**src/rmq_sqrt.sv**
```systemverilog
// Pipelined integer square root, restoring, one result bit per stage.
// Depends on nothing but its ports; carries a user side-band alongside the data.
module rmq_sqrt #(
    parameter int IN_W = 34,
    parameter int SB_W = 8
) (
    input  logic                 i_clk,
    input  logic                 i_rst_n,
    input  logic                 i_en,
    input  logic                 i_valid,
    input  logic [IN_W-1:0]      i_rad,
    input  logic [SB_W-1:0]      i_sb,
    output logic                 o_valid,
    output logic [(IN_W+1)/2-1:0] o_root,
    output logic [SB_W-1:0]      o_sb
);
    localparam int RW = (IN_W + 1) / 2;
    localparam int PW = 2 * RW;

    logic [PW-1:0]   r_rad  [RW+1];
    logic [RW-1:0]   r_root [RW+1];
    logic [RW+1:0]   r_rem  [RW+1];
    logic [SB_W-1:0] r_sb   [RW+1];
    logic [RW:0]     r_vld;

    always_comb begin
        r_rad[0]  = PW'(i_rad);
        r_root[0] = '0;
        r_rem[0]  = '0;
        r_sb[0]   = i_sb;
        r_vld[0]  = i_valid;
    end

    for (genvar s = 0; s < RW; s++) begin : g_stage
        logic [RW+1:0] n_trial;
        logic [RW+1:0] n_cur;
        always_comb begin
            n_cur   = {r_rem[s][RW-1:0], r_rad[s][PW-1 -: 2]};
            n_trial = n_cur - {r_root[s], 2'b01};
        end
        always_ff @(posedge i_clk) begin
            if (!i_rst_n) begin
                r_vld[s+1] <= 1'b0;
            end else if (i_en) begin
                r_vld[s+1] <= r_vld[s];
            end
            if (i_en) begin
                r_rad[s+1] <= {r_rad[s][PW-3:0], 2'b00};
                r_sb[s+1]  <= r_sb[s];
                if (!n_trial[RW+1]) begin
                    r_rem[s+1]  <= n_trial;
                    r_root[s+1] <= {r_root[s][RW-2:0], 1'b1};
                end else begin
                    r_rem[s+1]  <= n_cur;
                    r_root[s+1] <= {r_root[s][RW-2:0], 1'b0};
                end
            end
        end
    end

    assign o_valid = r_vld[RW];
    assign o_root  = r_root[RW];
    assign o_sb    = r_sb[RW];
endmodule

```
**config.mk**
```make
export PLATFORM = sky130hd
export DESIGN_NAME = rmq_sqrt
export DESIGN_NICKNAME = d
export VERILOG_FILES = /design/src/rmq_sqrt.sv
export SDC_FILE = /design/constraint.sdc
export NUM_CORES = 1
export LEC_CHECK = 0
export BUFFER_PORTS_ARGS = -buffer_cell sky130_fd_sc_hd__buf_4
export CAP_MARGIN = 20
export CORE_MARGIN = 2
export CORE_UTILIZATION = 35
export CTS_CLUSTER_SIZE = 16
export DETAILED_ROUTE_END_ITERATION = 8
export PLACE_DENSITY = 0.46
export SYNTH_ARGS = -nofsm -noshare
export SYNTH_HDL_FRONTEND = slang
export SYNTH_SLANG_ARGS = --single-unit
```
**constraint.sdc**
```tcl
create_clock -name i_clk -period 7.7 [get_ports i_clk]
set_input_delay 0.385 -clock i_clk [delete_from_list [all_inputs] [get_ports i_clk]]
set_output_delay 0.385 -clock i_clk [all_outputs]
set_load 0.05 [all_outputs]
```
* Yosys cells after proc, flatten, opt, wreduce, memory -nomap -nowiden *
Cells that the tools add are included.

cells by class
  multiplexer cells = 33
  add/subtract/negate cells = 17

operators with widths
  operator                                                             count
  17-bit two-way mux                                                   15
  19-bit by 10-bit subtractor with 19-bit output                       1
  19-bit by 11-bit subtractor with 19-bit output                       1
  19-bit by 12-bit subtractor with 19-bit output                       1
  19-bit by 13-bit subtractor with 19-bit output                       1
  19-bit by 14-bit subtractor with 19-bit output                       1
  19-bit by 15-bit subtractor with 19-bit output                       1
  19-bit by 16-bit subtractor with 19-bit output                       1
  19-bit by 17-bit subtractor with 19-bit output                       1
  19-bit by 18-bit subtractor with 19-bit output                       1
  19-bit by 4-bit subtractor with 19-bit output                        1
  19-bit by 5-bit subtractor with 19-bit output                        1
  19-bit by 6-bit subtractor with 19-bit output                        1
  19-bit by 7-bit subtractor with 19-bit output                        1
  19-bit by 8-bit subtractor with 19-bit output                        1
  19-bit by 9-bit subtractor with 19-bit output                        1
  1-bit two-way mux                                                    17
  5-bit by 4-bit subtractor with 6-bit output                          1
  2-bit by 1-bit subtractor with 3-bit output (second input constant)  1
  2-bit two-way mux                                                    1

storage, ports and cells
  flip-flop bits (word level) = 836
  word-level logic and storage cells = 134

* Logic depth before layout (Yosys ltp) *
  depth in word-level cells = 2
  mapped depth = 12
  gate-level depth less buffers = 11

* Least setup slack after synthesis *
No wires, ideal clock.

  kind = register -> register
  from = register r_rem, in the netlist g_stage[10].n_cur[11]
  to = register r_rem, in the netlist g_stage[11].n_cur[11] (data pin)
  stages on the path, launching flop included = 11
  data required time = 7440 ps
  arrival = 3039 ps
  path buffers = 2
  slack = 4402 ps
  setup time = 260 ps
  path through = edfxtp_1 -> ha_1 -> clkbuf_1 -> a2111oi_1 -> nand2b_1 -> nor4_2 -> mux2i_1 -> o221ai_1 -> nor3b_2 -> buf_2 -> mux2_2

between the ends
  word-level cells in the longest chain between the ends = 2

RTL lines
  what                                            RTL line  RTL
  start, declared                                 22        logic [RW+1:0] r_rem [RW+1];
  start signal, assigned by index                 51        r_rem[s+1] <= n_trial;
  start signal, assigned by index                 54        r_rem[s+1] <= n_cur;
  19-bit by 12-bit subtractor with 19-bit output  39        n_trial = n_cur - {r_root[s], 2'b01};
  17-bit two-way mux                              50        if (!n_trial[RW+1]) begin

Every way passes these cells.
A chain may end at the register's enable or synchronous reset.

* Worst setup path in the final report *
  from = register r_root[128] (netlist bit)
  to = register r_rem, in the netlist g_stage[11].n_cur[11] (data pin)

between the ends
  word-level cells in the longest chain between the ends = 2

RTL lines
  what                                            RTL line  RTL
  start, declared                                 21        logic [RW-1:0] r_root [RW+1];
  start signal, assigned by index                 52        r_root[s+1] <= {r_root[s][RW-2:0], 1'b1};
  start signal, assigned by index                 55        r_root[s+1] <= {r_root[s][RW-2:0], 1'b0};
  19-bit by 12-bit subtractor with 19-bit output  39
  17-bit two-way mux                              50

Every way passes these cells.

==> results.cfg <==
[grt]
grt_pass1_wl_um = 96800
track_usage_pct = 11.4
grt_pass1_vias = 19300
grt_max_degree = 189
grt_antenna_before_repair = 0
overflow = 0

[cts]
postCtsResizedCells = 0
tritoncts = yes
post-cts-setup-buffers = 0
clkTransAtPathRegs_ns = 0.06
clock_path_buffers = 3
worstSkewPairLatency_ns = 0.66
clockRootBuffer = clkbuf_16
cts_hold_buf = 45
htreeDepth = 3
cts_sinks = 825
cts_buffers = 93

[setup_path]
reg2reg_depth = 10
path_class = reg2reg
crit_chain = inv_1 -> ha_1 -> a2111oi_1 -> nand2b_1 -> nor4_2 -> mux2i_1 -> o221ai_1 -> nor3b_2 -> buf_4 -> mux2_2
cpMaxStageDelayCell = a2111oi_1
worstPathRequired_ns = 8.07
crit_arrival_ns = 3.89
cpPeakStageDelay_ns = 0.54
cp-start-kind = flip-flop
crit_fanout = 12
cp-end-kind = flip-flop

[floorplanning]
die_w_um = 323
core_area_um2 = 100000
dieArea_um2 = 104000
start_util_pct = 35.4
num_io_pins = 72
die_h_um = 323
rows = 116

[place]
dp_hpwl_um = 38800
place_inst = 3795
io_buffers = 71
placed_cell_area_um2 = 37600
routabilityCongestion = 0.822

[yosys]
yosysWarnings = 0
synthArstFlopShare_pct = 0
syn_area_um2 = 35500
synth_edf_count = 808
syn_nets = 2608
yosys.cell_types.count = 84
synth-seq-area-share_pct = 69.3
syn-instance-count = 2411
ys_ff_latch = 825
avgSynthCellArea_um2 = 14.7
synth_flop_cell = edfxtp_1

[timing]
fin_tns_setup_ns = 0
period_share_pct = 45.7
fmax_ghz = 0.284
tightest_slew_ns = 1.04
post-route-min-period_ns = 3.52
slew_viol_final = 0
max_slew_margin_pct = 30.4
setup_violations = 0
hold_viol = 0
rsz0062_at_grt = false
skew_ns = 0.0354
holdWs_ns = 0.231

[final_layout]
drive_above_1_share_pct = 12.6
syn2layout_area_growth_pct = 15.5
final_cells = 4008
final_cell_area_um2 = 41000
nets = 2775
diodes = 0

[power]
power_density_nw_per_um2 = 305
ir_drop_v = 0.000158
switching_power_w = 0.00328
p_clk_share_pct = 34.3
p_sw_share_pct = 26.2
internal_power_w = 0.00922
seq_power_share_pct = 46.8
leakagePower_nw = 15.2
pwr-share-comb_pct = 18.9

[worst_hold_path]
min_path_type = in2reg
hold_depth = 1

[outcome]
status = completed

[job]
maxCapViolCount = 0

[drt]
drt_drc_violations_left = 0
vias_per_cell = 4.62
drtIter0Drc = 1006
vias = 18500
drt_wl_total_um = 58000
wl_per_cell_um = 14.5
drt_first_pass_iters = 6
postRouteAntennaNets = 0
-- cell usage in the layout (no fill, tap or decap), drive strengths merged, types with 14 or more instances in the layout --
cell | Yosys | routed
edfxtp | 808 | 808
inv | 197 | 201
ha | 151 | 151
xnor2 | 124 | 124
nor2 | 120 | 120
clkbuf | 25 | 117
a21oi | 113 | 113
nand2 | 105 | 105
o21ai | 96 | 96
mux2 | 90 | 90
buf | 36 | 88
xor2 | 68 | 68
nor3 | 57 | 57
dlygate4sd3 | 0 | 45
nor2b | 45 | 45
nand3 | 38 | 38
clkinv | 0 | 38
o21a | 36 | 36
a21o | 35 | 35
mux2i | 35 | 35
nand2b | 19 | 19
or3 | 18 | 18
dfxtp | 17 | 17
nand4 | 14 | 14
-- critical path, delay by kind of cell, from the launching register on --
kind	cells	cell delay, ns
DFF	1	0.34
AOI/OAI and AO/OA	2	0.69
buffers and inverters	2	0.35
muxes	2	0.59
adders and majority gates	1	0.40
and+or+nand+nor	3	0.90
-- final cells by class --
class / instances / area, um^2
Clock buffer: 117 / 2480
Clock inverter: 51 / 499
Fill cell: 9194 / 59300
Inverter: 197 / 739
Multi-Input combinational cell: 1328 / 9830
Sequential cell: 825 / 24600
Tap cell: 1357 / 1700
Timing Repair Buffer: 133 / 1160
-- metrics by stage --
step           total power [W]  utilization [%]  setup slack [ns]
5_1_grt                 0.0132             40.9              3.87
2_1_floorplan          0.00765                -              4.40
4_1_cts                 0.0127             40.9              4.13
6_report                0.0125             40.9              4.18
3_3_place_gp           0.00824             37.5              4.05
3_5_place_dp           0.00830             37.5              4.13
-- per-layer routing --
layer	up-vias	part of all wire, %	track usage (%)
li1	9278	-	-
met5	-	0	0
met2	233	51	20.3
met4	0	2.4	4.35
met1	8913	42	13.3
met3	98	3.8	2.36
-- path summary, 6_finish.rpt --
check	from	to	slack [ns]
min	i_en	r_sb[121]	0.23
max reg2reg	r_root[128]	g_stage[11].n_cur[11]	4.18
max	r_root[128]	g_stage[11].n_cur[11]	4.18
min reg2reg	r_sb[54]	r_sb[46]	0.41
-- synthesized netlist by cell type, types with 10 or more instances --
cell / count / area (um^2)
clkbuf_1: 25 / 93.8
a31oi_1: 12 / 75.1
mux2i_1: 35 / 350
dfxtp_1: 17 / 340
inv_1: 196 / 736
xnor2_1: 122 / 1070
a21oi_1: 113 / 566
xor2_1: 68 / 596
nor3_1: 56 / 280
nand2b_1: 19 / 119
buf_4: 26 / 195
or3_1: 15 / 93.8
nor2_1: 120 / 450
ha_1: 151 / 1890
nand2_1: 105 / 394
a21o_1: 35 / 263
nand3_1: 38 / 190
nor2b_1: 44 / 275
and2_1: 10 / 62.6
mux2_2: 83 / 935
edfxtp_1: 808 / 24300
o21ai_0: 91 / 455
nand4_1: 14 / 87.6
o21a_1: 36 / 270
-- power groups by stage --
stage / logic, W / clock network [W] / registers (W)
CTS: 0.00239 / 0.00447 / 0.00586
floorplan: 0.00181 / 0 / 0.00583
detailed placement: 0.00235 / 0 / 0.00595
global placement: 0.00229 / 0 / 0.00595
global route: 0.00266 / 0.00464 / 0.00591
finish: 0.00236 / 0.00429 / 0.00585
-- sequential cells by signal, indices dropped and copies added (netlist names) --
| name | flops |
|---|---|
| o_root | 17 |
| r_vld | 16 |
| r_sb | 128 |
| r_rad | 240 |
| g_stage.n_cur | 279 |
| o_sb | 8 |
| r_root | 136 |
| o_valid | 1 |
-- cells by family (layout without fill, tap and decap cells) --
family	after synthesis	after routing	synth area share, %
AOI/OAI and AO/OA	376	376	6.75
xor gates and xnor gates	192	192	4.81
adders and majority gates	151	151	5.32
buffers and inverters	258	498	3.08
DFF	825	825	69.3
muxes	125	125	3.84
other	1	1	0.0106
and+or+nand+nor	483	483	6.92
(Power assumes the default switching activity.)
