--- src/rmq_div.sv ---
// Pipelined restoring divider, unsigned, one quotient bit per stage, with side-band.
// Depends on nothing but its ports.
module rmq_div #(
    parameter int NW   = 32,
    parameter int DW   = 18,
    parameter int SB_W = 8
) (
    input  logic            i_clk,
    input  logic            i_rst_n,
    input  logic            i_en,
    input  logic            i_valid,
    input  logic [NW-1:0]   i_num,
    input  logic [DW-1:0]   i_den,
    input  logic [SB_W-1:0] i_sb,
    output logic            o_valid,
    output logic [NW-1:0]   o_quo,
    output logic [SB_W-1:0] o_sb
);
    logic [NW-1:0]   r_num [NW+1];
    logic [DW:0]     r_rem [NW+1];
    logic [DW-1:0]   r_den [NW+1];
    logic [SB_W-1:0] r_sb  [NW+1];
    logic [NW:0]     r_vld;

    always_comb begin
        r_num[0] = i_num;
        r_rem[0] = '0;
        r_den[0] = i_den;
        r_sb[0]  = i_sb;
        r_vld[0] = i_valid;
    end

    for (genvar s = 0; s < NW; s++) begin : g_stage
        logic [DW+1:0] n_cur;
        logic [DW+1:0] n_diff;
        always_comb begin
            n_cur  = {r_rem[s], r_num[s][NW-1]};
            n_diff = n_cur - {2'b00, r_den[s]};
        end
        always_ff @(posedge i_clk) begin
            if (!i_rst_n) begin
                r_vld[s+1] <= 1'b0;
            end else if (i_en) begin
                r_vld[s+1] <= r_vld[s];
            end
            if (i_en) begin
                r_den[s+1] <= r_den[s];
                r_sb[s+1]  <= r_sb[s];
                if (!n_diff[DW+1]) begin
                    r_rem[s+1] <= n_diff[DW:0];
                    r_num[s+1] <= {r_num[s][NW-2:0], 1'b1};
                end else begin
                    r_rem[s+1] <= n_cur[DW:0];
                    r_num[s+1] <= {r_num[s][NW-2:0], 1'b0};
                end
            end
        end
    end

    assign o_valid = r_vld[NW];
    assign o_quo   = r_num[NW];
    assign o_sb    = r_sb[NW];
endmodule

--- config.mk ---
export PLATFORM = sky130hd
export DESIGN_NAME = rmq_div
export DESIGN_NICKNAME = d
export VERILOG_FILES = /design/src/rmq_div.sv
export SDC_FILE = /design/constraint.sdc
export NUM_CORES = 2
export LEC_CHECK = 0
export BUFFER_PORTS_ARGS = -buffer_cell sky130_fd_sc_hd__buf_2
export CORE_AREA = 2 2 418 420
export DETAILED_ROUTE_END_ITERATION = 7
export DIE_AREA = 0 0 420 422
export PLACE_DENSITY = 0.85
export SLEW_MARGIN = 20
export SYNTH_ARGS = -nofsm -noshare
export SYNTH_HDL_FRONTEND = slang
export SYNTH_SLANG_ARGS = --single-unit
--- constraint.sdc ---
create_clock -name i_clk -period 4 [get_ports i_clk]
set_input_delay 0.8 -clock i_clk [delete_from_list [all_inputs] [get_ports i_clk]]
set_output_delay 0.8 -clock i_clk [all_outputs]
set_load 0.01 [all_outputs]
Yosys cells after proc, flatten, opt, wreduce, memory -nomap -nowiden
Cells that the tools add are included.

Add/subtract/negate cells: 32. Multiplexer cells: 63.

Operator list (count): $sub A20 B18 Y20 (31); $mux W19 (30); $mux W1 (33); $sub A1 B18 Y19 (1).

Flip-flop bits (word level): 2459. Bits of input ports: 62. Logic and storage cells: 254.

Depth between registers and ports, before layout
Depth after elaboration: 2. Mapped depth: 13. Depth with buffers taken out: 13.

Worst setup path before layout
No wires, ideal clock.

Path kind: flip-flop to flip-flop. Start point: register r_rem (netlist bit g_stage[1].n_cur[1]). End point: register r_rem (netlist bit g_stage[2].n_cur[12]) (data pin). Library setup time: 0.260 ns. Arrival: 2.729 ns. Data required time: 3.740 ns. Path slack: 1.011 ns. Stages on the path, launching flop included: 11. Path buffers: 1. Period minus slack after synthesis: 2.989 ns. Cells stage by stage: edfxtp_1 > ha_1 > nor2b_1 > o31a_1 > o41ai_1 > o2111ai_1 > a31oi_1 > o221ai_2 > xor2_2 > buf_4 > mux2_2.

Word-level cells in the longest chain between the ends: 2.

RTL lines: start: declaration (RTL line 20) `logic [DW:0] r_rem [NW+1];`; start signal: indexed assignment (RTL line 50) `r_rem[s+1] <= n_diff[DW:0];`; start signal: indexed assignment (RTL line 53) `r_rem[s+1] <= n_cur[DW:0];`; $sub A20 B18 Y20 (RTL line 38) `n_diff = n_cur - {2'b00, r_den[s]};`; $mux W19 (RTL line 49) `if (!n_diff[DW+1]) begin`.

Every way passes these cells. A chain may end at the register's enable or synchronous reset.

Final worst setup path
Start point: register r_num (netlist bit g_stage[28].n_cur[0]). End point: register r_rem (netlist bit g_stage[29].n_cur[17]) (data pin).

Word-level cells in the longest chain between the ends: 2.

RTL lines: start: declaration (RTL line 19) `logic [NW-1:0] r_num [NW+1];`; start signal: indexed assignment (RTL line 51) `r_num[s+1] <= {r_num[s][NW-2:0], 1'b1};`; start signal: indexed assignment (RTL line 54) `r_num[s+1] <= {r_num[s][NW-2:0], 1'b0};`; $sub A20 B18 Y20 (RTL line 38); $mux W19 (RTL line 49).

Every way passes these cells.

==> metrics list <==
- Run status: finished clean
- Total negative slack: 0 ns
* CORE AREA: 172,900 um2
- The die covers 177,200 um2.
- The floorplan step set the die height to 422 um.
* Via-to-Cell Ratio: 5.741
- Clk slew on worst S/H paths: 0.06 ns
- Yosys reg bits: 2,459
- First-pass GRT wire length: 301,600 um
- Dividing the detail-routed wire length by the instance count gives 18.30 um.
* Final Power: 97.45 mW
* Share of synthesized area occupied by flip-flops and latches: 67.85%
- Detailed routing inserted a total of 58,936 vias.
- Routability cong.: 0.9164
- For this design the static power due to leakage is 46.47 nW.
* Number of max-slew violations in the final report: 0
* Worst Setup Start Kind: flop
- Netlist area before placement: 108,400 um2
* Endpoints failing setup: 0
- In this run the register-to-register setup slack is 0.17 ns.
- Post-synthesis async set-or-reset flop share: 0%
* Syn-to-layout area delta: 11.25%
* Max-cap violations: 0
- For this block, the initial DRC count from the detailed router was 4,191.
* Net count, final: 8,387
- TritonCTS built the clock tree.
* Worst hold path stage count: 1
- The netlist uses 91 different library cells.
* DRC errors left: 0
- Power density cells: 808.4 nW/um2
- Most frequent cells in the layout: sky130_fd_sc_hd__edfxtp_1 (2,427), sky130_fd_sc_hd__inv_1 (677), sky130_fd_sc_hd__ha_1 (559)
* Peak supply drop: 668.3 uV
- The worst setup path is of the reg -> reg kind.
- Share of layout cells above drive strength 1: 13.07%
- Slew @ Worst Pin: 0.9112 ns
- Part of the power in combinational logic: 37.6%
- Number of antenna-violating nets in the routed design: 0
* Deepest level of the CTS H-tree: 4
- The cell sitting at the root of the clock tree is a sky130_fd_sc_hd__clkbuf_16.
- In this run the post-CTS setup repair buffer count came out at 0.
* Number of buffers between clock root and the deepest sink: 3
- Sequential cells burn 39.3% of the power.
- Once the floorplan was initialized, standard cells occupied 62.69% of the core.
- Number of cells on the worst reg-to-reg path: 13
- Across every metal layer, demand over resource in global routing totals 21.14%.
- The number of antenna violations at the first check in global routing came to 3.
* Worst skew pair latency: 0.88 ns
- Counting every sink on the clock net gives 2,459.
* Final wirelength: 187,900 um
* Clk_skew: 0.03051 ns
- Setup repair after global routing left no endpoint under its margin.
- Die span in x: 420 um
* Pin count of the biggest net entering global routing: 145
- For this run, the top clock speed supported by timing is 260.9 MHz.
- Leaving out fill and tap cells, the most frequent cell in the layout is sky130_fd_sc_hd__edfxtp_1.
- Count of port buffers added during placement: 102
* Clk network pwr share: 23.0%
- Post-Syn Area per Cell: 14.65 um2
- Cell internal power dissipation: 65.83 mW
- Subtracting the final worst setup slack from the clock period gives 3.833 ns.
* Switching Power: 31.63 mW
- STA puts the critical path data arrival time at 4.45 ns.
- The number of global-route vias before repair is 60,662.
- Dominant register cell in the synthesized netlist: sky130_fd_sc_hd__edfxtp_1
- Detailed placement finished with a half-perimeter wire length of 127,600 um.
* Drt pass-1 iters: 5
- STA puts the critical path data required time at 4.61 ns.
- Row Count: 153
- Of the available clock period, the critical path in the final layout requires 95.83%.
* Hold Vio Cnt, Final: 0
- During synthesis, Yosys emitted a total of 0 warnings.
- Classification of the worst-slack hold path: in -> reg
- CP max FO: 3
- The synthesized design contains 2,427 enable-type register cells.
- 103 I/O pins were placed.
* Number of CTS-inserted buffers: 235
- Counting every instance in the synthesized netlist gives 7,395.
- In this run switching power makes up 32.45% of total power.
* Total grt overflow: 0
- STA classifies the critical path endpoint as a flop.
- In this run the tightest slew margin relative to its limit is 38.46%.
## area by class of cell
cell class | instances | area, um2
inverters | 682 | 2560
clock buffers | 279 | 6183
repair buffers | 233 | 1929
diodes | 1 | 2.502
flip-flops and latches | 2459 | 73520
well taps | 2325 | 2909
fillers | 10925 | 52310
multi-input cells | 4125 | 31680
clock inverters | 162 | 1764
## power by group through the flow
stage          combinational (mW)  sequential (mW)  clock, mW
2_1_floorplan                27.8             37.6          0
3_3_place_gp                 34.3             38.5          0
3_5_place_dp                 36.0             38.7          0
4_1_cts                      36.5             38.3       23.0
5_1_grt                      40.2             38.8       23.9
6_report                     36.7             38.3       22.5
## cell families (layout without fill, tap and decap cells)
group                    Yosys count  in the layout  share of synthesized area [%]
adder cells (fa/ha/maj)          589            589                          7.009
flip-flops                      2459           2459                          67.85
AO/OA/AOI/OAI                   1505           1505                          8.875
XOR/XNOR                         458            458                          3.757
multiplexers                     428            428                          4.425
AND/OR/NAND/NOR                 1136           1136                          5.002
buffers and inverters            819           1356                          3.083
other                              1             10                       0.003461
## registers in the layout, indices dropped and copies added (netlist names)
| signal | cells |
|---|---|
| r_vld | 31 |
| r_den | 558 |
| o_sb | 8 |
| r_sb | 248 |
| o_valid | 1 |
| r_num | 961 |
| g_stage.n_cur | 620 |
| o_quo | 32 |
## Yosys cell counts, types with 23 or more instances
library cell / number / share of area [%]
sky130_fd_sc_hd__a211oi_1: 69 / 0.48
sky130_fd_sc_hd__a21boi_0: 30 / 0.21
sky130_fd_sc_hd__a21o_1: 203 / 1.4
sky130_fd_sc_hd__a21oi_1: 468 / 2.2
sky130_fd_sc_hd__a31oi_1: 44 / 0.25
sky130_fd_sc_hd__and3_1: 30 / 0.17
sky130_fd_sc_hd__buf_2: 54 / 0.25
sky130_fd_sc_hd__buf_4: 44 / 0.30
sky130_fd_sc_hd__clkbuf_1: 33 / 0.11
sky130_fd_sc_hd__dfxtp_1: 32 / 0.59
sky130_fd_sc_hd__edfxtp_1: 2427 / 67
sky130_fd_sc_hd__fa_1: 30 / 0.55
sky130_fd_sc_hd__ha_1: 559 / 6.5
sky130_fd_sc_hd__inv_1: 677 / 2.3
sky130_fd_sc_hd__mux2_2: 330 / 3.4
sky130_fd_sc_hd__mux2i_1: 62 / 0.57
sky130_fd_sc_hd__nand2_1: 277 / 0.96
sky130_fd_sc_hd__nand2b_1: 65 / 0.38
sky130_fd_sc_hd__nand3_1: 73 / 0.34
sky130_fd_sc_hd__nand4_1: 30 / 0.17
sky130_fd_sc_hd__nor2_1: 358 / 1.2
sky130_fd_sc_hd__nor2b_1: 97 / 0.56
sky130_fd_sc_hd__nor3_1: 82 / 0.38
sky130_fd_sc_hd__o21a_1: 90 / 0.62
sky130_fd_sc_hd__o21ai_0: 335 / 1.5
sky130_fd_sc_hd__o21bai_1: 50 / 0.35
sky130_fd_sc_hd__o31ai_1: 37 / 0.26
sky130_fd_sc_hd__or2_2: 23 / 0.13
sky130_fd_sc_hd__or3_1: 25 / 0.14
sky130_fd_sc_hd__xnor2_1: 291 / 2.4
sky130_fd_sc_hd__xor2_1: 162 / 1.3
## per-layer routing
layer	GRT usage, %	wire, um	up-vias
li1	-	-	28216
met2	37.99	98470	1469
met4	9.311	7286	0
met3	3.420	8703	484
met1	24.88	73420	28767
met5	0	0	-
## path summary, 6_finish.rpt
check / startpoint / end
min reg2reg: r_sb[178] / r_sb[170]
max: g_stage[28].n_cur[0] / g_stage[29].n_cur[17]
min: i_num[28] / r_num[1021]
max reg2reg: g_stage[28].n_cur[0] / g_stage[29].n_cur[17]
## metrics by stage
step,hold slack (ns),cell area (um2),utilization (%),std cells,setup slack [ns]
global placement,0.4003,112600,65.12,9823,0.3393
floorplan,0.4003,108400,-,7403,1.011
global route,0.05359,120600,69.74,10266,0.01787
finish,0.09514,120600,69.74,10266,0.1668
CTS,0.02171,120500,69.71,10264,0.1609
detailed placement,0.4045,112600,65.12,9823,0.2077
## repair_timing
action / 4_1_cts / 5_1_grt
hold buffers: 0 / 0
hold endpoints to repair: 0 / 0
endpoints found under the setup margin: 0 / 1
resized for setup: 0 / 1
## critical path, stage by stage (launching register included)
cell and delay, ns:
sky130_fd_sc_hd__edfxtp_1 0.36, sky130_fd_sc_hd__inv_1 0.10, sky130_fd_sc_hd__ha_1 0.17, sky130_fd_sc_hd__inv_1 0.05
sky130_fd_sc_hd__fa_1 0.43, sky130_fd_sc_hd__a211oi_1 0.31, sky130_fd_sc_hd__nor2_1 0.12, sky130_fd_sc_hd__o31ai_1 0.43
sky130_fd_sc_hd__a21oi_1 0.27, sky130_fd_sc_hd__a2111oi_0 0.62, sky130_fd_sc_hd__buf_4 0.21, sky130_fd_sc_hd__nor3_1 0.05
sky130_fd_sc_hd__xor2_1 0.15, sky130_fd_sc_hd__mux2_2 0.27
(Power assumes the default switching activity.)
